==> src/design/olte_pkg.sv <==
`timescale 1ns / 1ps

package olte_pkg;

   typedef struct packed {
      logic        [2:0]  kind;
      logic        [7:0]  position;
      logic signed [31:0] value;
   } req_type;

   typedef struct packed {
      logic        [1:0]  status;
      logic signed [31:0] value_out;
      logic        [7:0]  position_out;
      logic        [7:0]  length_out;
   } rsp_type;

   localparam logic [2:0] KIND_APPEND = 3'd0;
   localparam logic [2:0] KIND_INSERT = 3'd1;
   localparam logic [2:0] KIND_DELPOS = 3'd2;
   localparam logic [2:0] KIND_DELVAL = 3'd3;
   localparam logic [2:0] KIND_LOCATE = 3'd4;
   localparam logic [2:0] KIND_GET    = 3'd5;

   localparam logic [1:0] STATUS_OK       = 2'd0;
   localparam logic [1:0] STATUS_FULL     = 2'd1;
   localparam logic [1:0] STATUS_BADPOS   = 2'd2;
   localparam logic [1:0] STATUS_NOTFOUND = 2'd3;

   localparam logic [2:0] CELL_HOLD   = 3'd0;
   localparam logic [2:0] CELL_LOAD   = 3'd1;
   localparam logic [2:0] CELL_SHIFT  = 3'd2;
   localparam logic [2:0] CELL_INSERT = 3'd3;
   localparam logic [2:0] CELL_REMOVE = 3'd4;

   typedef struct packed {
      logic        [2:0]  op;
      logic signed [31:0] value;
   } cell_cmd_type;

endpackage

==> src/design/olte_cell.sv <==
`timescale 1ns / 1ps

module olte_cell #(
   parameter int DEPTH = 128,
   parameter int INDEX = 0
) (
   input  logic                           clock,
   input  olte_pkg::cell_cmd_type         cmd,
   input  logic [$clog2(DEPTH)-1:0]       target,
   input  logic signed [31:0]             left_value,
   input  logic signed [31:0]             right_value,
   input  logic signed [31:0]             right_scan,
   output logic signed [31:0]             value,
   output logic signed [31:0]             scan
);
   import olte_pkg::*;

   localparam int IDX_W = $clog2(DEPTH);
   localparam logic [IDX_W-1:0] MY_INDEX = IDX_W'(INDEX);

   logic signed [31:0] value_ff;
   logic signed [31:0] value_in;
   logic signed [31:0] scan_ff;
   logic signed [31:0] scan_in;

   always_comb begin
      value_in = value_ff;
      scan_in  = scan_ff;
      unique case (cmd.op)
         CELL_LOAD: begin
            scan_in = value_ff;
         end
         CELL_SHIFT: begin
            scan_in = right_scan;
         end
         CELL_INSERT: begin
            if (MY_INDEX == target) begin
               value_in = cmd.value;
            end else if (MY_INDEX > target) begin
               value_in = left_value;
            end
         end
         CELL_REMOVE: begin
            if (MY_INDEX >= target) begin
               value_in = right_value;
            end
         end
         default: begin
         end
      endcase
   end

   always_ff @(posedge clock) begin
      value_ff <= value_in;
      scan_ff  <= scan_in;
   end

   assign value = value_ff;
   assign scan  = scan_ff;

endmodule

==> config.mk <==
export PLATFORM = sky130hd
export DESIGN_NAME = olte_cell
export DESIGN_NICKNAME = d
export VERILOG_FILES = /design/src/design/olte_pkg.sv /design/src/design/olte_cell.sv
export SDC_FILE = /design/constraint.sdc
export NUM_CORES = 1
export LEC_CHECK = 0
export BUFFER_PORTS_ARGS = -buffer_cell sky130_fd_sc_hd__buf_4
export CORE_ASPECT_RATIO = 1.4
export CORE_MARGIN = 1
export CORE_UTILIZATION = 43
export CTS_BUF_LIST = sky130_fd_sc_hd__clkbuf_4 sky130_fd_sc_hd__clkbuf_8 sky130_fd_sc_hd__clkbuf_16
export CTS_CLUSTER_SIZE = 40
export DETAILED_ROUTE_END_ITERATION = 16
export GPL_TIMING_DRIVEN = 0
export PLACE_DENSITY = 0.8
export SKIP_CTS_REPAIR_TIMING = 1
export SLEW_MARGIN = 20
export SYNTH_ARGS = -nofsm -noshare
export SYNTH_HDL_FRONTEND = slang
export SYNTH_SLANG_ARGS = --single-unit
export TNS_END_PERCENT = 50
==> constraint.sdc <==
create_clock -name clock -period 3.2 [get_ports clock]
set_clock_uncertainty 0.05 [all_clocks]
set_input_delay 0.16 -clock clock [delete_from_list [all_inputs] [get_ports clock]]
set_output_delay 0.16 -clock clock [all_outputs]
set_load 0.01 [all_outputs]
# Word-level counts from Yosys, hierarchy flattened
# Index checks and enable logic that the tools add are counted.
[totals]
register_bits = 64
input_bits = 139
output_inout_bits = 64
elab_cells = 19
[op_classes]
magnitude_cmp = 2
n_eq_ne = 6
n_mux = 5
n_reduce_logical = 4
[op_table]
columns = ["op", "count"]
rows = [
  ["case mux 32 bit (2 select lines)", 2],
  ["two-way mux 32 bit", 3],
  [">= comparator 1 x 7 -> 1 bit, first input constant", 1],
  ["> comparator 1 x 7 -> 1 bit, first input constant", 1],
  ["logical NOT 7 bit", 1],
  ["equality test 3 x 2 -> 1 bit, second input constant", 2],
  ["nonzero test 2 bit", 2],
  ["equality test 3 x 1 -> 1 bit, second input constant", 1],
  ["equality test 3 bit, second input constant", 1],
  ["inequality test 3 bit, second input constant", 1],
  ["AND reduction 3 bit", 1],
  ["inequality test 2 bit, second input constant", 1],
]

# Logic depth before layout (Yosys ltp)
# Gate-level depths: netlist of the first run.
[depth]
ltp_word = 4
mapped_depth = 5
mapped_depth_nobuf = 3

# Worst setup path before layout of the first run
# OpenSTA, ideal clock, no wires.
[synth_timing]
path_kind = "input port to flip-flop"
startpoint = "in target[2]"
endpoint = "reg value_ff[0], in the netlist value[0] (enable)"
setup_ns = 0.419
arrival_ns = 2.274
t_required_ns = 2.731
slack_ns = 0.458
cell_stages = 3
n_path_buf = 1
cell_sequence = "or4_4 -> buf_6 -> a211oi_2"
[synth_via]
elab_chain_cells = 3
word_cells_on_any_way = 6
cone_classes = "order compare (2); eq/ne (2); reduce/logical (2)"
[synth_lines]
columns = ["element", "line", "rtl"]
rows = [
  ["start, declared", "olte_cell.sv:9", "input logic [$clog2(DEPTH)-1:0] target,"],
  ["> comparator 1 x 7 -> 1 bit, or another cell as far along", "olte_cell.sv:39", "end else if (MY_INDEX > target) begin"],
  ["inequality test 3 bit (no source line) or inequality test 2 bit (tied branches)", "n/a", ""],
  ["AND reduction 3 bit (no source line) *", "n/a", ""],
  ["end signal, assigned", "olte_cell.sv:54", "value_ff <= value_in;"],
  ["end, declared", "olte_cell.sv:21", "logic signed [31:0] value_ff;"],
]
# Every way passes the cells marked *; elsewhere a longest branch is shown, timed or not.
# A chain may end at the register's enable or synchronous reset.

# Worst setup path after layout of the first run
[layout_timing]
startpoint = "in target[2]"
endpoint = "reg value_ff[10], in the netlist value[10] (enable)"
# Same word-level chain as after synthesis.

==> results of run 1 <==
==> layout by cell type (no fill, tap or decap) <==
| cell | instances |
|---|---|
| bufinv_16 | 1 |
| clkbuf_1 | 11 |
| o21ai_1 | 28 |
| clkbuf_2 | 1 |
| clkbuf_4 | 1 |
| nor3b_2 | 1 |
| buf_4 | 202 |
| o21ai_0 | 3 |
| clkinv_2 | 1 |
| nor4_4 | 1 |
| o21ai_2 | 1 |
| nor2_1 | 33 |
| a31oi_1 | 32 |
| clkinv_1 | 4 |
| nand3b_1 | 1 |
| buf_16 | 1 |
| nor2_4 | 1 |
| or3b_1 | 1 |
| clkbuf_8 | 9 |
| xnor2_1 | 1 |
| edfxtp_1 | 64 |
| buf_6 | 4 |
| or4_4 | 1 |
| buf_8 | 1 |
| buf_2 | 10 |
| nand4b_1 | 32 |
| a211oi_4 | 1 |
| mux2_2 | 32 |
| or3_1 | 1 |
==> final timing paths <==
path,start,to,cells past startpoint
worst max-delay path,target[2],value[10],6
worst min-delay path,right_scan[8],scan[8],2
worst max register to register,value[28],scan[28],1
worst min register to register,value[15],scan[15],1
==> flip-flops by register name, summed over array words and instances (netlist names) <==
name,count
scan,32
value,32
==> power groups by stage <==
stage / Sequential, uW / Combinational, uW / Clock (uW)
floorplan: 972 / 97.2 / 0
global placement: 966 / 278 / 0
detailed placement: 964 / 294 / 0
CTS: 946 / 295 / 656
global route: 947 / 316 / 688
finish: 946 / 295 / 651
==> synth_stat cells, drive strengths merged (12+ instances only) <==
master / instances
a31oi: 32
nor2: 34
clkbuf: 12
nand4b: 32
mux2: 32
buf: 13
edfxtp: 64
o21ai: 32
==> critical path, delay by kind of cell <==
family                 cells  cell delay (ns)
buffers and inverters      4             0.72
AO/OA/AOI/OAI              1             0.44
AND/OR/NAND/NOR            1             0.58
==> layout make-up <==
class | instances | area, um^2
Tap cell | 97 | 121
Timing Repair Buffer | 205 | 1570
Multi-Input combinational cell | 170 | 1240
Fill cell | 564 | 2200
Clock buffer | 10 | 131
Sequential cell | 64 | 1920
Buffer | 25 | 130
Clock inverter | 6 | 50.0
==> through the flow <==
step | area [um^2] | setup slack (ns) | cells
finish | 5160 | 1.29 | 577
global route | 5160 | 1.21 | 577
CTS | 5160 | 1.29 | 577
detailed placement | 4980 | 0.913 | 561
global placement | 4910 | -0.222 | 558
floorplan | 3270 | 0.458 | 259
==> kinds of logic after synthesis <==
group,count (synthesis),synth area share (%)
muxes,32,11.0
buffers and inverters,25,3.98
and+or+nand+nor,72,14.5
DFF,64,58.7
xor gates and xnor gates,1,0.268
AOI/OAI and AO/OA,65,11.5
==> metal layers <==
layer | share of wire (%) | wire length, um
met3 | 6.2 | 632
met2 | 54 | 5410
met5 | 0 | 0
met4 | 3.1 | 317
met1 | 37 | 3750
==> results.py, run 1 <==
metrics = {
    "detailed_routing": {
        "via_per_inst": 5.36,
        "post-route-drc-count": 0,
        "wl_per_cell_um": 17.5,
        "ant_nets": 0,
        "finalWirelength_mm": 10.1,
        "dr.pass1.iters": 4,
        "drt_iter0_drc": 119,
        "vias": 3095,
    },
    "synthesis": {
        "yosys.area.top_type": "edfxtp_1",
        "synthDistinctLibCells": 20,
        "postSynthNetCount": 398,
        "synthesis.area_per_instance_um2": 12.6,
        "yosys_warnings": 0,
        "synth.top_cell.area_share_pct": 58.7,
        "synthArstFlopShare_pct": 0,
        "netlist_top_cells_area": "edfxtp_1 59%, mux2_2 11%, nand4b_1 8.6%",
        "synth_seq_cells": 64,
        "synth_ff_type": "edfxtp_1",
        "syn_area_um2": 3270,
        "synth_edf_count": 64,
        "ys_seq_area_share_pct": 58.7,
        "netlist_instances": 259,
    },
    "sta": {
        "final.setup.tns_ns": 0,
        "fin_hold_ws_ns": 0.0657,
        "hold_viol": 0,
        "rsz0062_at_grt": "no",
        "period_share_pct": 59.7,
        "relSlewSlack_pct": 64.9,
        "final-setup-viol-count": 0,
        "maxSlewViolCount": 0,
        "finalCriticalPeriod_ns": 1.91,
        "worst_pin_slew_ns": 0.526,
        "fmax_mhz": 523,
    },
    "setup_path": {
        "end_kind": "flop",
        "worst_ep_arrival_time_ns": 1.91,
        "start_kind": "primary input",
        "required_ns": 3.20,
        "cpMaxStageDelayCell": "or4_4",
        "cp_common_cell": "buf_6",
        "critical_path_class": "in -> reg",
        "crit_chain": "buf_4, or4_4, buf_6, a211oi_4, buf_8, buf_6",
        "regToRegSetupSlack_ns": 2.15,
        "critPathMaxStageDelay_ns": 0.58,
        "crit_fanout": 15,
    },
    "global_routing": {
        "antenna_found_initial": 0,
        "grt_pass1_wl_mm": 14.8,
        "grt_usage_pct": 25.9,
        "use_met3_pct": 4.97,
        "use_met2_pct": 45.3,
        "grt_max_degree": 27,
        "globalRouteMet1Util_pct": 29.0,
        "first_global_vias": 2995,
        "grt_overflow": 0,
        "grt-busiest-layer": "met2",
    },
    "power": {
        "vdd_drop_max_mv": 0.188,
        "swShare_pct": 22.1,
        "p_sw_uw": 418,
        "comb_power_share_pct": 15.6,
        "p_int_uw": 1470,
        "p_seq_share_pct": 50.0,
        "clkPwrFrac_pct": 34.4,
        "total_power_uw": 1890,
        "p_leak_uw": 0.00207,
        "powerDensity_nw_per_um2": 367,
    },
    "clock_network": {
        "cts_tree": "yes",
        "cts.htree.levels": 3,
        "clk_pin_slew_worst_paths_ns": 0.07,
        "cts_made_buffers": 9,
        "cts_sinks": 64,
        "cts_buffer_depth": 2,
        "clk_latency_ns": 0.34,
        "cts-root-buf": "clkbuf_8",
    },
    "floorplan": {
        "io_pins": 203,
        "initial_utilization_pct": 44.5,
        "rows": 37,
        "core_um2": 7360,
        "die_w_um": 75.7,
        "fp.dieH_um": 105,
        "die-area_um2": 7970,
    },
    "layout": {
        "utilization_pct": 70.1,
        "drive_above_1_share_pct": 56.0,
        "nNetsFinal": 614,
        "syn2layout_area_growth_pct": 57.7,
        "antenna_cells": 0,
    },
    "run": {
        "maxCapViolCount": 0,
    },
    "status": {
        "outcome": "finished, final reports clean",
    },
    "placed_design": {
        "place.gp.congestion": 0.884,
        "io_buffers": 202,
        "dp_hpwl_mm": 8.11,
    },
    "min_path": {
        "hold_class": "in -> reg",
    },
}
Note: power is estimated with default switching activity, not from simulation.
==> run 2: changes to the inputs <==
Clock period 3.2 ns to 1.8 ns, I/O delays scaled along.
==> run 2 against run 1 <==
Routed wire length increased by 6.2%. Non-clock buffer count up 26. Largest cell class is now buffers. Count of clock-buffer cells in the layout stayed put. Register-to-register slack lost 1.4 ns.
==> results.py, run 2 (synthesized netlist as in run 1, its figures left out) <==
metrics = {
    "sta": {
        "worst_pin_slew_ns": 0.551,
        "hold_viol": 0,
        "fin_hold_ws_ns": 0.00484,
        "relSlewSlack_pct": 63.3,
        "period_share_pct": 87.7,
        "final.setup.tns_ns": 0,
        "finalCriticalPeriod_ns": 1.58,
        "fmax_mhz": 634,
        "rsz0062_at_grt": "no",
        "final-setup-viol-count": 0,
        "maxSlewViolCount": 0,
    },
    "clock_network": {
        "cts_buffer_depth": 2,
        "clk_pin_slew_worst_paths_ns": 0.06,
        "cts_made_buffers": 9,
        "cts_sinks": 64,
        "cts-root-buf": "clkbuf_8",
        "clk_latency_ns": 0.35,
        "cts.htree.levels": 3,
        "cts_tree": "yes",
    },
    "power": {
        "total_power_uw": 3290,
        "powerDensity_nw_per_um2": 610,
        "p_leak_uw": 0.00218,
        "vdd_drop_max_mv": 0.395,
    },
    "layout": {
        "n_fill_cell": 528,
        "layout_commonest_cell": "buf_4",
        "drive_above_1_share_pct": 54.0,
        "layout_common_cells": "205 x buf_4, 64 x edfxtp_1, 33 x nor2_1",
        "antenna_cells": 0,
        "syn2layout_area_growth_pct": 64.7,
        "nNetsFinal": 640,
    },
    "setup_path": {
        "critPathMaxStageDelay_ns": 0.45,
        "worst_ep_arrival_time_ns": 1.58,
        "crit_fanout": 13,
        "start_kind": "primary input",
        "critical_path_class": "in -> reg",
        "crit_chain": "buf_4, or3b_1, clkbuf_1, a211oi_4, buf_6",
        "required_ns": 1.80,
        "regToRegSetupSlack_ns": 0.79,
        "end_kind": "flop",
        "cpMaxStageDelayCell": "a211oi_4",
    },
    "global_routing": {
        "grt_usage_pct": 27.3,
        "antenna_found_initial": 0,
        "first_global_vias": 3206,
        "grt_pass1_wl_mm": 15.7,
        "grt_max_degree": 20,
        "grt_overflow": 0,
    },
    "status": {
        "outcome": "finished, final reports clean",
    },
    "detailed_routing": {
        "ant_nets": 0,
        "dr.pass1.iters": 4,
        "post-route-drc-count": 0,
        "vias": 3226,
        "finalWirelength_mm": 10.7,
        "drt_iter0_drc": 248,
        "via_per_inst": 5.35,
        "wl_per_cell_um": 17.8,
    },
    "floorplan": {
        "die_w_um": 75.7,
        "fp.dieH_um": 105,
        "die-area_um2": 7970,
        "io_pins": 203,
        "rows": 37,
        "core_um2": 7360,
        "initial_utilization_pct": 44.5,
    },
    "min_path": {
        "hold_class": "in -> reg",
    },
    "placed_design": {
        "io_buffers": 202,
        "place.gp.congestion": 0.827,
        "dp_hpwl_mm": 8.00,
    },
    "run": {
        "maxCapViolCount": 0,
    },
}
==> run 2: cell types whose count changed in the layout (fill, tap and decap cells not counted), sizes merged <==
| cell | change |
|---|---|
| dlygate4sd3 | +23 |
| clkinv | +1 |
| bufinv | -1 |
| buf | +3 |
==> run 2: per-layer routing <==
metal  track usage, %  up-vias  wire length, um
met5                0        -                0
li1                 -     1514                -
met4             11.5        0              299
met3             7.74       22              722
met1             29.7     1525             3730
met2             47.8      165             5980
==> run 2: critical path, delay by kind of cell <==
kind / cells / cell delay [ns]
buffers and inverters: 3 / 0.65
AND/OR/NAND/NOR: 1 / 0.39
AO/OA/AOI/OAI: 1 / 0.45
==> run 2: worst paths after layout <==
kind	start	cells after the start	endpoint
max	cmd[32]	5	value[9]
min	right_scan[20]	2	scan[20]
max reg2reg	value[21]	1	scan[21]
min reg2reg	value[19]	1	scan[19]
==> run 2: where the power goes <==
group          switching [uW]  leakage (uW)  total (uW)  internal [uW]
combinational             220       0.00150         563            343
sequential               7.20      0.000594        1680           1680
clock                     548     0.0000857        1040            493
total                     775       0.00218        3290           2510
==> run 2: cell type report <==
class,count,area (um^2),area share [%]
flip-flops and latches,64,1920,35.7
well taps,97,121,2.25
repair buffers,231,1820,33.8
clock buffers,10,131,2.44
multi-input cells,170,1240,22.9
clock inverters,6,26.3,0.487
plain buffers,25,130,2.41
==> run 2: stage by stage <==
| step | worst slack (ns) | area (um^2) | utilization, % | std cells |
|---|---|---|---|---|
| finish | 0.222 | 5390 | 73.2 | 603 |
| global route | 0.139 | 5390 | 73.2 | 603 |
| CTS | 0.0893 | 5140 | 69.8 | 577 |
| detailed placement | -0.274 | 4980 | 67.7 | 561 |
| global placement | -1.02 | 4920 | 66.8 | 558 |
| floorplan | -0.343 | 3280 | - | 259 |
