===== config.mk =====
export PLATFORM = sky130hd
export DESIGN_NAME = olte_ctrl
export DESIGN_NICKNAME = d
export VERILOG_FILES = /design/src/design/olte_pkg.sv /design/src/design/olte_ctrl.sv
export SDC_FILE = /design/constraint.sdc
export NUM_CORES = 1
export LEC_CHECK = 0
export ABC_AREA = 1
export BUFFER_PORTS_ARGS = -buffer_cell sky130_fd_sc_hd__buf_4
export CORE_MARGIN = 2
export CORE_UTILIZATION = 30
export CTS_CLUSTER_DIAMETER = 30
export DETAILED_ROUTE_END_ITERATION = 8
export PLACE_DENSITY = 0.53
export SLEW_MARGIN = 20
export SYNTH_ARGS = -nofsm -noshare
export SYNTH_HDL_FRONTEND = slang
export SYNTH_SLANG_ARGS = --single-unit

===== constraint.sdc =====
create_clock -name clock -period 3.55 [get_ports clock]
set_input_delay 0.355 -clock clock [delete_from_list [all_inputs] [get_ports clock]]
set_output_delay 0.355 -clock clock [all_outputs]
set_load 0.005 [all_outputs]

===== src/design/olte_pkg.sv =====
`timescale 1ns / 1ps

package olte_pkg;

   typedef struct packed {
      logic        [2:0]  kind;
      logic        [7:0]  position;
      logic signed [31:0] value;
   } req_type;

   typedef struct packed {
      logic        [1:0]  status;
      logic signed [31:0] value_out;
      logic        [7:0]  position_out;
      logic        [7:0]  length_out;
   } rsp_type;

   localparam logic [2:0] KIND_APPEND = 3'd0;
   localparam logic [2:0] KIND_INSERT = 3'd1;
   localparam logic [2:0] KIND_DELPOS = 3'd2;
   localparam logic [2:0] KIND_DELVAL = 3'd3;
   localparam logic [2:0] KIND_LOCATE = 3'd4;
   localparam logic [2:0] KIND_GET    = 3'd5;

   localparam logic [1:0] STATUS_OK       = 2'd0;
   localparam logic [1:0] STATUS_FULL     = 2'd1;
   localparam logic [1:0] STATUS_BADPOS   = 2'd2;
   localparam logic [1:0] STATUS_NOTFOUND = 2'd3;

   localparam logic [2:0] CELL_HOLD   = 3'd0;
   localparam logic [2:0] CELL_LOAD   = 3'd1;
   localparam logic [2:0] CELL_SHIFT  = 3'd2;
   localparam logic [2:0] CELL_INSERT = 3'd3;
   localparam logic [2:0] CELL_REMOVE = 3'd4;

   typedef struct packed {
      logic        [2:0]  op;
      logic signed [31:0] value;
   } cell_cmd_type;

endpackage


===== src/design/olte_ctrl.sv =====
`timescale 1ns / 1ps

module olte_ctrl #(
   parameter int DEPTH = 128
) (
   input  logic                       clock,
   input  logic                       reset,
   input  logic                       req_valid,
   output logic                       req_stall,
   input  olte_pkg::req_type          req_data,
   output logic                       rsp_valid,
   input  logic                       rsp_stall,
   output olte_pkg::rsp_type          rsp_data,
   output olte_pkg::cell_cmd_type     cell_cmd,
   output logic [$clog2(DEPTH)-1:0]   cell_target,
   input  logic signed [31:0]         scan_head
);
   import olte_pkg::*;

   localparam int IDX_W = $clog2(DEPTH);
   localparam int CNT_W = $clog2(DEPTH + 1);
   localparam int CMP_W = ((CNT_W > 8) ? CNT_W : 8) + 1;

   localparam logic ST_IDLE = 1'b0;
   localparam logic ST_SCAN = 1'b1;

   logic               state_ff, state_in;
   logic [CNT_W-1:0]   count_ff, count_in;
   logic [CNT_W-1:0]   k_ff, k_in;
   logic [2:0]         kind_ff, kind_in;
   logic [7:0]         pos_ff, pos_in;
   logic signed [31:0] key_ff, key_in;
   logic               rsp_valid_ff, rsp_valid_in;
   rsp_type            rsp_ff, rsp_in;

   logic               take;
   logic               full;
   logic [CMP_W-1:0]   pos_ext;
   logic [CMP_W-1:0]   cnt_ext;
   logic               hit;
   logic               done;

   assign req_stall = (state_ff != ST_IDLE) | (rsp_valid_ff & rsp_stall);
   assign take      = req_valid & ~req_stall;
   assign full      = (count_ff == CNT_W'(DEPTH));
   assign pos_ext   = CMP_W'(req_data.position);
   assign cnt_ext   = CMP_W'(count_ff);

   always_comb begin
      if ((kind_ff == KIND_DELPOS) || (kind_ff == KIND_GET)) begin
         hit = (CMP_W'(k_ff) == (CMP_W'(pos_ff) - CMP_W'(1)));
      end else begin
         hit = (scan_head == key_ff);
      end
   end

   always_comb begin
      state_in     = state_ff;
      count_in     = count_ff;
      k_in         = k_ff;
      kind_in      = kind_ff;
      pos_in       = pos_ff;
      key_in       = key_ff;
      rsp_in       = rsp_ff;
      rsp_valid_in = rsp_valid_ff & rsp_stall;
      cell_cmd.op    = CELL_HOLD;
      cell_cmd.value = req_data.value;
      cell_target    = '0;
      done           = 1'b0;

      unique case (state_ff)
         ST_IDLE: begin
            if (take) begin
               rsp_in.status       = STATUS_OK;
               rsp_in.value_out    = '0;
               rsp_in.position_out = '0;
               done                = 1'b1;
               unique case (req_data.kind) inside
                  KIND_APPEND: begin
                     if (full) begin
                        rsp_in.status = STATUS_FULL;
                     end else begin
                        cell_cmd.op = CELL_INSERT;
                        cell_target = count_ff[IDX_W-1:0];
                        count_in    = count_ff + CNT_W'(1);
                     end
                  end
                  KIND_INSERT: begin
                     if (full) begin
                        rsp_in.status = STATUS_FULL;
                     end else if ((pos_ext == '0) || (pos_ext > (cnt_ext + CMP_W'(1)))) begin
                        rsp_in.status = STATUS_BADPOS;
                     end else begin
                        cell_cmd.op = CELL_INSERT;
                        cell_target = IDX_W'(pos_ext - CMP_W'(1));
                        count_in    = count_ff + CNT_W'(1);
                     end
                  end
                  KIND_DELPOS, KIND_GET: begin
                     if ((pos_ext == '0) || (pos_ext > cnt_ext)) begin
                        rsp_in.status = STATUS_BADPOS;
                     end else begin
                        cell_cmd.op = CELL_LOAD;
                        done        = 1'b0;
                        state_in    = ST_SCAN;
                        k_in        = '0;
                        kind_in     = req_data.kind;
                        pos_in      = req_data.position;
                     end
                  end
                  KIND_DELVAL, KIND_LOCATE: begin
                     cell_cmd.op = CELL_LOAD;
                     done        = 1'b0;
                     state_in    = ST_SCAN;
                     k_in        = '0;
                     kind_in     = req_data.kind;
                     key_in      = req_data.value;
                  end
                  default: begin
                  end
               endcase
            end
         end
         ST_SCAN: begin
            if (k_ff >= count_ff) begin
               rsp_in.status       = STATUS_NOTFOUND;
               rsp_in.value_out    = '0;
               rsp_in.position_out = '0;
               done                = 1'b1;
               state_in            = ST_IDLE;
            end else if (hit) begin
               rsp_in.status       = STATUS_OK;
               rsp_in.value_out    = scan_head;
               rsp_in.position_out = 8'(k_ff + CNT_W'(1));
               done                = 1'b1;
               state_in            = ST_IDLE;
               if ((kind_ff == KIND_DELPOS) || (kind_ff == KIND_DELVAL)) begin
                  cell_cmd.op = CELL_REMOVE;
                  cell_target = k_ff[IDX_W-1:0];
                  count_in    = count_ff - CNT_W'(1);
               end
            end else begin
               cell_cmd.op = CELL_SHIFT;
               k_in        = k_ff + CNT_W'(1);
            end
         end
         default: begin
            state_in = ST_IDLE;
         end
      endcase

      if (done) begin
         rsp_in.length_out = 8'(count_in);
         rsp_valid_in      = 1'b1;
      end
   end

   always_ff @(posedge clock) begin
      if (reset) begin
         state_ff     <= ST_IDLE;
         count_ff     <= '0;
         rsp_valid_ff <= 1'b0;
      end else begin
         state_ff     <= state_in;
         count_ff     <= count_in;
         rsp_valid_ff <= rsp_valid_in;
      end
      k_ff    <= k_in;
      kind_ff <= kind_in;
      pos_ff  <= pos_in;
      key_ff  <= key_in;
      rsp_ff  <= rsp_in;
   end

   assign rsp_valid = rsp_valid_ff;
   assign rsp_data  = rsp_ff;

`ifndef SYNTHESIS
   a_count_bound: assert property (@(posedge clock) disable iff (reset)
      count_ff <= CNT_W'(DEPTH))
      else $error("entry count above depth");

   a_scan_bound: assert property (@(posedge clock) disable iff (reset)
      (state_ff == ST_SCAN) |-> (k_ff <= count_ff))
      else $error("scan index past list length");

   a_count_step: assert property (@(posedge clock) disable iff (reset)
      !$past(reset) |-> ((count_ff == $past(count_ff))
                         || (count_ff == CNT_W'($past(count_ff) + CNT_W'(1)))
                         || (count_ff == CNT_W'($past(count_ff) - CNT_W'(1)))))
      else $error("entry count moved by more than one");

   a_count_with_rsp: assert property (@(posedge clock) disable iff (reset)
      (!$past(reset) && (count_ff != $past(count_ff))) |-> rsp_valid_ff)
      else $error("list changed without a result beat");
`endif

endmodule


[Word-level counts from Yosys, hierarchy flattened]
Index checks and enable logic that the tools add are counted.
Word-level totals
  register bits: 111
  bits of input ports: 79
  output and inout bits: 94
Operators by class
  $add $sub $neg: 6
  order comparisons: 3
  eq/ne operators: 18
  muxes and demuxes: 59
  bitwise operators: 6
  reduce and logical (&&, ||, !) cells: 14
Operator list (number)
  42-bit two-way mux: 3
  8-bit two-way mux: 11
  42-bit one-hot mux with 2 select lines: 1
  8-bit one-hot mux with 2 select lines: 4
  7-bit two-way mux: 7
  32-bit == test: 1
  7-bit one-hot mux with 2 select lines: 2
  8-bit by 1-bit adder with 8-bit output (second input constant): 2
  3-bit two-way mux: 5
  3-bit by 2-bit == test with 1-bit output (second input constant): 4
  1-bit two-way mux: 12
  2-bit two-way mux: 6
  3-bit one-hot mux with 2 select lines: 2
  3-bit one-hot mux with 4 select lines: 1
  8-bit by 1-bit adder with 9-bit output (second input constant): 1
  3-bit == test (second input constant): 3
  8-bit by 9-bit == test with 1-bit output: 1
  8-bit by 9-bit greater-than comparator with 1-bit output: 1
  9-bit zero test: 1
  8-bit by 1-bit subtractor with 9-bit output (second input constant): 1
  8-bit == test (second input constant): 1
  8-bit greater-or-equal comparator: 1
  8-bit greater-than comparator: 1
  2-bit != test (second input constant): 4
  18 further kinds: 30

[Longest topological paths before layout]
Gate-level depths: netlist (run 1).
  depth after elaboration: 8
  gate-level depth with buffers: 23
  depth with buffers taken out: 22

[Worst setup path before layout (run 1)]
Ideal clock, no wire load.
  kind: reg2reg
  from: reg count_ff[6]
  to: reg rsp_ff (netlist bit rsp_data[10]), enable pin
  arrival time: 2453 ps
  required time: 3154 ps
  slack: 700 ps
  cell stages (with the launch flop): 12
  cells stage by stage: dfxtp_1 > buf_2 > inv_1 > ha_1 > nand4_1 > inv_1 > nand4_1 > nand3_1 > nor2_1 > nand2_1 > o21ai_0 > inv_1
On the way
  cells in the longest elaborated chain, start to end: 3
RTL lines
  start, declared: line olte_ctrl.sv:28  | logic [CNT_W-1:0] count_ff, count_in;
  start signal, assigned: line olte_ctrl.sv:165  | count_ff <= count_in;
  8-bit greater-or-equal comparator: line olte_ctrl.sv:125  | if (k_ff >= count_ff) begin
  3-bit by 1-bit != test with 1-bit output (no line)
  2-bit AND reduction (no line)
  end signal, assigned: line olte_ctrl.sv:172  | rsp_ff <= rsp_in;
  end, declared: line olte_ctrl.sv:34  | rsp_type rsp_ff, rsp_in;
Every way passes these cells.
A chain may end at the register's enable or synchronous reset.

==> impl_results.md, run 1 <==
* Min-Delay Path Class: in -> reg
* Count leader, synth: nand2_1
* CP cell instances: buf_6 -> nand3_1 -> nor2_2 -> nand3_2 -> o21ai_2 -> o21ai_0 -> buf_4 -> ha_4 -> nand2_1 -> nor2_1 -> nand3_1 -> nand2_2 -> nand2_4 -> nand3_4 -> nand2_2 -> nand2_1 -> nand2_1 -> buf_4
* H-Tree Depth at 3
* Fillers at 2223
* Syn Inst Count at 794
* NetSw at 0.913 mW
* Syn_area_per_cell at 8.50 um^2
* Pin count of the biggest net entering global routing at between 40 and 50
* Final setup violation count at 0
* Register area share after synthesis at 47.9%
* Number of synthesized register bits at 111
* Vias in the first global route at about 5300
* Post-DR wirelength/cell at 15.5 um
* Initial Util at a little under a third
* Layout cells sized above 1 at 26.9%
* Ys flop type: edfxtp_1
* # clock sinks at approximately 110
* FFs w/ async S/R, synth at 0%
* Final GP Congestion at roughly 0.88
* IO Count at around 170
* GRT overflow at 0
* Sequential group share of total power at 49.1%
* Clk pwr share at 31.4%
* Status: finished clean
* Buffers on Ports at about 170
* Vias/cell at 4.62
* Die X at 154 um
* M2 GR Usage at a little over a quarter
* Synthesis warning total at 0
* Worst slew pin tran at about 0.96 ns
* Placed cell count at ~1200
* Layout Nets at 1057
* Area share of the largest cell type after synthesis at 45.0%
* Internal power at 2.31 mW
* Crit path max-delay cell type: dfxtp_2
* Final min period at around 3.3 ns
* Global Route met1 Usage at between 20% and 30%
* Endpoints failing hold at 0
* Clk_skew at 0.00949 ns
* Number of antenna violations at the first check in global routing at 0
* Max clock buf depth at 2
* Final Max Slew Viols at 0
* # diodes at 0
* Sw Ratio at 28.3%
* Worst EP required at 3.19 ns
* CTS Buf Count at 9
* Post-route ant nets at 0
* Post-Syn Nets at 904
* Core Region at ~0.022 mm^2
* Top cell by count, worst path: nand2_1
* Worst-path clk slew at approximately 0.08 ns
* Fmax at around 0.3 GHz
* Iteration-0 DRC Markers at 377
* Die Ht at 154 um
* Crit path kind: reg -> out
* Die Area at 0.0237 mm^2
* Crit end category: output pin
* Vias at approximately 5700
* Post-synthesis cell type count at 39
* Commonest cells in the netlist: nand2_1, inv_1, nor2_1
* Period utilization at 93.4%
* Slowest stage delay, CP at roughly 0.35 ns
* RSZ-0062 raised after global routing: no
* Setup Total Neg Slack at 0 ns
* Clock Latency Late Sink at 0.36 ns
* CTS tree: yes
* Wire length of the first global-routing pass at between 20000 and 30000 um
* Drc violations at 0
* PwrDens at 374 mW/mm^2
* Grt peak-use layer: met2
* Largest area contributor in the netlist: edfxtp_1
* DRT Pass-1 Iters at 5
* Detailed placer's ending HPWL at ~14000 um
* Critical path arrival at 2.96 ns
* Static Leakage at 4.05 nW
* Number of cell rows at 54
* Worst VDD drop at 0.240 mV
* Post-Syn Area at slightly below 0.007 mm^2
* Critical Path Fanout Max at 8
* Hold buffers post-CTS at 0
* All-Layer GR Usage at 15.7%
* Largest cells by area after synthesis: edfxtp_1, nand2_1, inv_1
* Synth-to-Final Area Change at 27.9%
* Comb pwr share at 19.5%
* Critical Path Start Type: flip-flop
* Power Total at about 3.2 mW
* Number of enable flip-flop cells after synthesis at 101
* Final cell count without fillers at 1232
* Drt total wl at between 15000 and 20000 um
* # Max-Cap Violations at 0
* Clk root buf: clkbuf_16
* Normalized max-slew margin at 35.7%
* GR Util met3 at roughly 2.4%
==> layer usage <==
layer,wire (um),vias to the layer above
li1,-,2851
met1,8570,2640
met2,9180,176
met3,993,19
met4,315,0
met5,0,-
==> area by class of cell <==
class	instances	area (um^2)	share of cell area, %
multi-input combinational	524	2900	33.6
clock buffer	9	225	2.61
timing repair buffer	186	1410	16.4
tap	280	350	4.06
clock inverter	7	67.6	0.783
inverter	115	434	5.03
sequential	111	3240	37.5
==> power by group through the flow <==
stage / combinational [mW] / sequential, mW / clock [mW]
3_5_place_dp: 0.618 / 1.62 / 0
5_1_grt: 0.699 / 1.60 / 1.09
6_report: 0.629 / 1.59 / 1.01
4_1_cts: 0.622 / 1.59 / 1.05
2_1_floorplan: 0.310 / 1.61 / 0
3_3_place_gp: 0.616 / 1.61 / 0
==> metrics by stage <==
stage               area, um^2  hold slack [ns]  worst slack, ns  util (%)
CTS                       8480            0.158           0.0317      38.6
floorplan                 6750            0.454            0.700         -
global placement          8190            0.543            0.437      37.3
detailed placement        8190            0.544            0.404      37.3
finish                    8630            0.178            0.233      39.3
global route              8630            0.160          0.00697      39.3
==> cell usage in the layout (no fill, tap or decap), types with 2 or more instances in the layout <==
cell       instances
a21o_1             2
ha_1              28
ha_4               2
o21bai_1           2
inv_1            102
nor3_1             9
nor2_1           101
nand3_4            2
nand4_1           13
inv_6              2
nand2_2            7
nor2_4             2
clkbuf_16          9
a21oi_2            2
clkinv_4           2
xor2_1            30
a21oi_1           16
xnor2_1           16
nand3_1           50
o21ai_0           16
dfxtp_1            6
nand2_4            2
o22ai_2            6
buf_4            184
and2_1             2
nand2_1          183
dfxtp_2            3
inv_2             11
nor2_2             7
o21ai_1           14
edfxtp_1         101
==> worst paths after layout <==
path / startpoint / end / slack [ns] / cells past startpoint
max: count_ff[0] / cell_cmd[32] / 0.23 / 18
min: req_data[3] / key_ff[3] / 0.18 / 1
max reg2reg: count_ff[0] / rsp_data[2] / 0.47 / 22
min reg2reg: rsp_valid / rsp_valid / 0.63 / 4
==> flip-flops by register name, indices dropped and copies added (netlist names) <==
register,cells
count_ff,8
k_ff,8
key_ff,32
kind_ff,3
pos_ff,8
rsp_data,50
rsp_valid,1
state_ff,1
==> what timing repair did <==
action / 4_1_cts / 5_1_grt
endpoints found under the setup margin: 2 / 9
gates cloned: 0 / 1
resized for setup: 1 / 25
pin swaps: 0 / 5
setup buffers: 0 / 3
==> worst max-delay path: cells and delay by family, from the launching register on <==
family          cells  cell delay, ns
flops               1            0.35
simple gates       12            1.30
fa+ha+maj           1            0.27
compound gates      2            0.23
buf+inv             3            0.44
==> cell families after synthesis <==
kind of cell	count (synthesis)	synth area share [%]
fa+ha+maj	31	5.75
compound gates	61	4.97
xor+xnor	46	5.97
buf+inv	160	10.8
simple gates	385	24.6
flops	111	47.9
(Power assumes the default switching activity.)
==> inputs of run 2 (changes only) <==
--- a/config.mk
+++ b/config.mk
@@ -11,8 +11,7 @@
 export CORE_UTILIZATION = 30
 export CTS_CLUSTER_DIAMETER = 30
 export DETAILED_ROUTE_END_ITERATION = 8
-export PLACE_DENSITY = 0.53
-export SLEW_MARGIN = 20
+export PLACE_DENSITY = 0.55
 export SYNTH_ARGS = -nofsm -noshare
 export SYNTH_HDL_FRONTEND = slang
 export SYNTH_SLANG_ARGS = --single-unit
==> constraint.sdc (replaced) <==
create_clock -name clock -period 2.7 [get_ports clock]
set_input_delay 0.27 -clock clock [delete_from_list [all_inputs] [get_ports clock]]
set_output_delay 0.27 -clock clock [all_outputs]
set_load 0.005 [all_outputs]
==> run 2 against run 1 <==
The flow now finishes with violations (negative setup slack). Wire length rose by 2.3%. Sequential power up 31%. Count of clock-buffer cells in the layout up 1. Die area did not move. Critical path type unchanged. Highest routed layer unchanged.
==> impl_results.md, run 2 (same netlist as run 1, synthesis figures left out) <==
* Status: finished with violations
* Failing checks: negative setup slack
* Endpoints failing hold at 0
* IO Count at 173
* Final min period at 3.00 ns
* Final GP Congestion at 0.913
* Normalized max-slew margin at 62.1%
* Fmax at roughly 0.33 GHz
* Hold WS at 0.0980 ns
* CTS tree: yes
* Number of cell rows at 54
* Critical Path Start Type: flip-flop
* Crit path kind: reg -> out
* Most frequent cells in the layout: buf_4, nand2_1, inv_1, edfxtp_1, nor2_1
* Wire length of the first global-routing pass at 30100 um
* Pin count of the biggest net entering global routing at slightly above 40
* Clock Latency Late Sink at 0.35 ns
* Metal3 WL at 1100 um
* Met2 WL at 9230 um
* All-Layer GR Usage at 16.3%
* Synth-to-Final Area Change at 36.5%
* Period utilization at 111%
* Drt total wl at 19500 um
* Critical path arrival at 2.73 ns
* Reg-to-reg startpoint: count_ff[0]
* Vias in the first global route at ~5600
* Die Area at 0.0237 mm^2
* Min-delay src: req_data[9]
* Final setup violation count at 19
* Drc violations at 0
* Die Ht at between 150 and 200 um
* Max FFs per register at 50
* Worst-path clk slew at 0.08 ns
* Max clock buf depth at 2
* Vias at 5813
* Final Max Slew Viols at 0
* Most common cell after layout, fill and taps aside: buf_4
* Number of antenna violations at the first check in global routing at 0
* Layout Nets at approximately 1100
* Worst EP required at 2.43 ns
* CTS Buf Count at 9
* Buffers on Ports at 172
* Clk root buf: clkbuf_16
* Die X at 154 um
* H-Tree Depth at 3
* Post-DR wirelength/cell at 15.2 um
* Static Leakage at roughly 4.3 nW
* Min-Delay Path Class: in -> reg
* Initial Util at 30.7%
* PwrDens at 474 mW/mm^2
* Core Region at 0.0220 mm^2
* Worst VDD drop at 0.338 mV
* DRT Pass-1 Iters at 5
* Fillers at roughly 2200
* Top Metal Used: met4
* Worst slew pin tran at 0.568 ns
* # Max-Cap Violations at 0
* # diodes at 0
* Post-route ant nets at 0
* Met1 Wirelength at roughly 8800 um
* Worst setup path start: count_ff[1]
* Layout cells sized above 1 at 33.8%
* Clk_skew at ~0.0087 ns
* Setup ws final at -0.298 ns
* RSZ-0062 raised after global routing: yes
* Setup Total Neg Slack at -3.11 ns
* Iteration-0 DRC Markers at 355
* Critical Path Fanout Max at 5
* Detailed placer's ending HPWL at 15100 um
* Vias/cell at 4.53
* GRT overflow at 0
* # clock sinks at 111
* Crit end category: output pin
[run 2: cell count changes in the layout (fill, tap and decap cells not counted), sizes merged]
cell	delta
inv	-1
bufinv	+1
clkinvlp	+2
clkinv	-3
clkbuf	+1
buf	+51
[run 2: metrics by stage]
stage / cell area [um^2] / total power [mW] / worst slack (ns) / instances / util, %
after floorplan: 6780 / 2.53 / 0.00129 / 794 / -
after global placement: 8550 / 2.99 / -0.0829 / 1254 / 38.9
after detailed placement: 8550 / 3.00 / -0.0826 / 1254 / 38.9
after CTS: 8970 / 4.41 / -0.413 / 1274 / 40.8
after global routing: 9210 / 4.59 / -0.509 / 1283 / 41.9
final: 9210 / 4.37 / -0.298 / 1283 / 41.9
[run 2: worst max-delay path, stage by stage (launching register included)]
cell and delay [ns]:
dfxtp_2 0.36, ha_4 0.15, nand2_4 0.06, buf_4 0.14
nor2_4 0.12, xor2_2 0.21, ha_4 0.25, a21o_1 0.16
nor2_2 0.09, nor2_2 0.04, nor2_2 0.08, nand2_2 0.07
nand2_4 0.09, nand3_4 0.13, o22ai_2 0.13, nand2_1 0.06
o21ai_1 0.09, buf_4 0.13
[run 2: worst paths after layout]
kind,to,slack (ns),cells past startpoint
setup / recovery,cell_target[1],-0.30,17
hold / removal,key_ff[9],0.1,1
setup reg to reg,rsp_data[5],-0.14,23
hold reg to reg,rsp_valid,0.63,4
[run 2: repair_timing]
action / in CTS / in global routing
gates cloned: 1 / 0
setup buffers: 3 / 9
resized for setup: 17 / 42
pin swaps: 9 / 29
hold buffers: 0 / 0
setup endpoints to repair: 17 / 35
hold endpoints to repair: 0 / 0
[run 2: per-layer routing]
layer / vias up / track usage (%)
li1: 2947 / -
met3: 29 / 3.21
met2: 171 / 26.7
met5: - / 0
met1: 2666 / 21.7
met4: 0 / 5.34
[run 2: where the power goes]
part           switching, mW  internal [mW]  leakage [nW]
Sequential            0.0606           2.02          1.06
Clock                  0.636          0.736         0.146
Combinational          0.488          0.424          3.13
[run 2: cell type report]
cell class              count  area (um^2)  area share, %
flip-flops and latches    111         3240           35.2
multi-input cells         524         3070           33.3
clock inverters             6         75.1          0.815
repair buffers            237         1810           19.7
well taps                 280          350           3.80
clock buffers              10          229           2.49
inverters                 115          435           4.73
==> inputs of run 3 (changes only) <==
--- a/config.mk
+++ b/config.mk
@@ -9,6 +9,7 @@
 export BUFFER_PORTS_ARGS = -buffer_cell sky130_fd_sc_hd__buf_4
 export CORE_MARGIN = 2
 export CORE_UTILIZATION = 30
+export CTS_BUF_LIST = sky130_fd_sc_hd__clkbuf_4
 export CTS_CLUSTER_DIAMETER = 30
 export DETAILED_ROUTE_END_ITERATION = 8
 export PLACE_DENSITY = 0.55
==> run 3 against run 2 <==
The flow still finishes with violations (negative setup slack). Power shrank 10%. Register-to-register slack worse by 0.03 ns. Wire length up 2.3%. Sequential share of layout area down 0.99 points. Sequential cell count unchanged. Die area is the same. Combinational power is 4.7% higher. Count of clock-buffer cells in the layout stayed put. Critical endpoint is now cell_target[3]. Largest cell class unchanged.
==> impl_results.md, run 3 (same netlist as run 1, synthesis figures left out) <==
* Number of cell rows at 54
* Max clock buf depth at 2
* Worst-path clk slew at approximately 0.16 ns
* Pin count of the biggest net entering global routing at 41
* Static Leakage at roughly 4.5 nW
* Vias in the first global route at 5842
* Clk pwr share at a little under a quarter
* FF-to-FF End: rsp_data[5]
* Power Total at around 4 mW
* Critical path arrival at 2.92 ns
* # clock sinks at 111
* Period utilization at 118%
* Endpoints failing hold at 0
* Worst slew pin tran at between 0.5 and 0.6 ns
* Clk_skew at 0.0268 ns
* Failing checks: negative setup slack
* PwrDens at 414 mW/mm^2
* RSZ-0062 raised after global routing: yes
* Fillers at 2136
* Detailed placer's ending HPWL at 15100 um
* Global Route met1 Usage at 22.1%
* Crit path capture: cell_target[3]
* Worst setup path start: count_ff[1]
* Clk root buf: clkbuf_4
* Vias at about 6000
* Minimum setup slack among reg-to-reg paths at -0.17 ns
* Max FFs per register at 50
* Post-DR wirelength/cell at 15.0 um
* Fmax at 0.313 GHz
* Clock Latency Late Sink at between 0.4 and 0.5 ns
* H-Tree Depth at 3
* Sw Ratio at between 20% and 30%
* Reg-to-reg startpoint: count_ff[1]
* Sequential group share of total power at a little over half
* Internal power at around 2.8 mW
* Most frequent cells in the layout: buf_4, nand2_1, inv_1, edfxtp_1, nor2_1
* GR Util met3 at 3.10%
* # Max-Cap Violations at 0
* Die Area at 0.0237 mm^2
* GRT overflow at 0
* Drc violations at 0
* Final min period at 3.19 ns
* Min-Delay Path Class: in -> reg
* Crit end category: output pin
* Vias/cell at 4.49
* Initial Util at 30.7%
* All-Layer GR Usage at around 17%
* Wire length of the first global-routing pass at 31000 um
* CTS Buf Count at 9
* Grt peak-use layer: met2
* Layout Nets at 1153
* Setup ws final at -0.491 ns
* NetSw at approximately 1.1 mW
* Post-route ant nets at 0
* Comb pwr share at approximately a quarter
* Status: finished with violations
* M2 GR Usage at approximately 28%
* Synth-to-Final Area Change at 40.5%
* Buffers on Ports at 172
* Iteration-0 DRC Markers at around 380
* Worst EP required at roughly 2.4 ns
* Normalized max-slew margin at 62.2%
* Critical Path Fanout Max at 5
* Layout cells sized above 1 at 32.0%
* IO Count at approximately 170
* Die X at between 150 and 200 um
* Most common cell after layout, fill and taps aside: buf_4
* Die Ht at 154 um
* CTS tree: yes
* DRT Pass-1 Iters at 5
* Worst VDD drop at 0.206 mV
* Core Region at 0.0220 mm^2
* Drt total wl at 19900 um
* Crit path kind: reg -> out
* Final GP Congestion at ~0.91
* Final Max Slew Viols at 0
* Critical Path Start Type: flip-flop
* Post-Place Setup Slack at -0.0826 ns
* Number of antenna violations at the first check in global routing at 1
* R2R cell count at 23
* Final setup violation count at 22
[run 3: cell types whose count changed in the layout (fill, tap and decap cells not counted), sizes merged]
cell,before,now
diode,0,1
dlygate4sd3,0,42
buf,237,240
[run 3: cell type report]
cell class	count	area [um^2]	share of cell area, %
antenna	1	2.50	0.0264
tap	280	350	3.70
inverter	115	435	4.59
clock inverter	6	75.1	0.792
clock buffer	10	75.1	0.792
sequential	111	3240	34.2
timing repair buffer	282	2260	23.8
multi-input combinational	524	3040	32.1
[run 3: critical path, stage by stage (launching register included)]
cell     delay (ns)
dfxtp_2        0.39
buf_6          0.10
nand3_2        0.08
nor2_2         0.16
nand3_2        0.12
o21ai_2        0.16
o21ai_2        0.08
ha_1           0.35
nand3_1        0.10
nand2_1        0.06
nor2_2         0.11
nand2_2        0.07
nand2_4        0.09
nand3_4        0.14
o22ai_2        0.13
nand2_1        0.10
o21ai_2        0.08
buf_4          0.13
[run 3: power by group through the flow]
| stage | sequential [mW] | combinational, mW | clock (mW) |
|---|---|---|---|
| after floorplan | 2.12 | 0.414 | 0 |
| after global placement | 2.12 | 0.872 | 0 |
| after detailed placement | 2.12 | 0.878 | 0 |
| after CTS | 2.08 | 0.943 | 0.942 |
| after global routing | 2.09 | 1.05 | 1.00 |
| final | 2.08 | 0.955 | 0.890 |
[run 3: through the flow]
stage / instances / hold slack, ns / utilization [%] / setup TNS, ns / cell area, um^2
finish: 1329 / 0.0765 / 43.2 / -4.94 / 9480
global placement: 1254 / 0.459 / 38.9 / -0.646 / 8550
floorplan: 794 / 0.369 / - / 0 / 6780
CTS: 1315 / 0.00342 / 42.1 / -6.43 / 9260
detailed placement: 1254 / 0.459 / 38.9 / -0.761 / 8550
global route: 1329 / 0.0225 / 43.2 / -11.46 / 9480
[run 3: routing by layer]
| layer | routed length, um | vias to the layer above |
|---|---|---|
| met5 | 0 | - |
| li1 | - | 3042 |
| met3 | 992 | 26 |
| met4 | 437 | 0 |
| met1 | 9020 | 2733 |
| met2 | 9500 | 162 |
[run 3: repair_timing]
action	4_1_cts	5_1_grt
gates cloned	1	0
resized for setup	24	28
pin swaps	8	30
hold buffers	40	2
endpoints found under the setup margin	20	35
setup buffers	4	11
hold endpoints to repair	48	2
[run 3: how the worst min path moves through the flow]
stage | from | end | depth (start not counted)
global placement | req_data[1] | key_ff[1] | 1
CTS | req_data[35] | pos_ff[3] | 1
global route | req_data[36] | pos_ff[4] | 1
floorplan | req_data[0] | key_ff[0] | 0
detailed placement | req_data[20] | key_ff[20] | 1
finish | req_data[37] | pos_ff[5] | 1
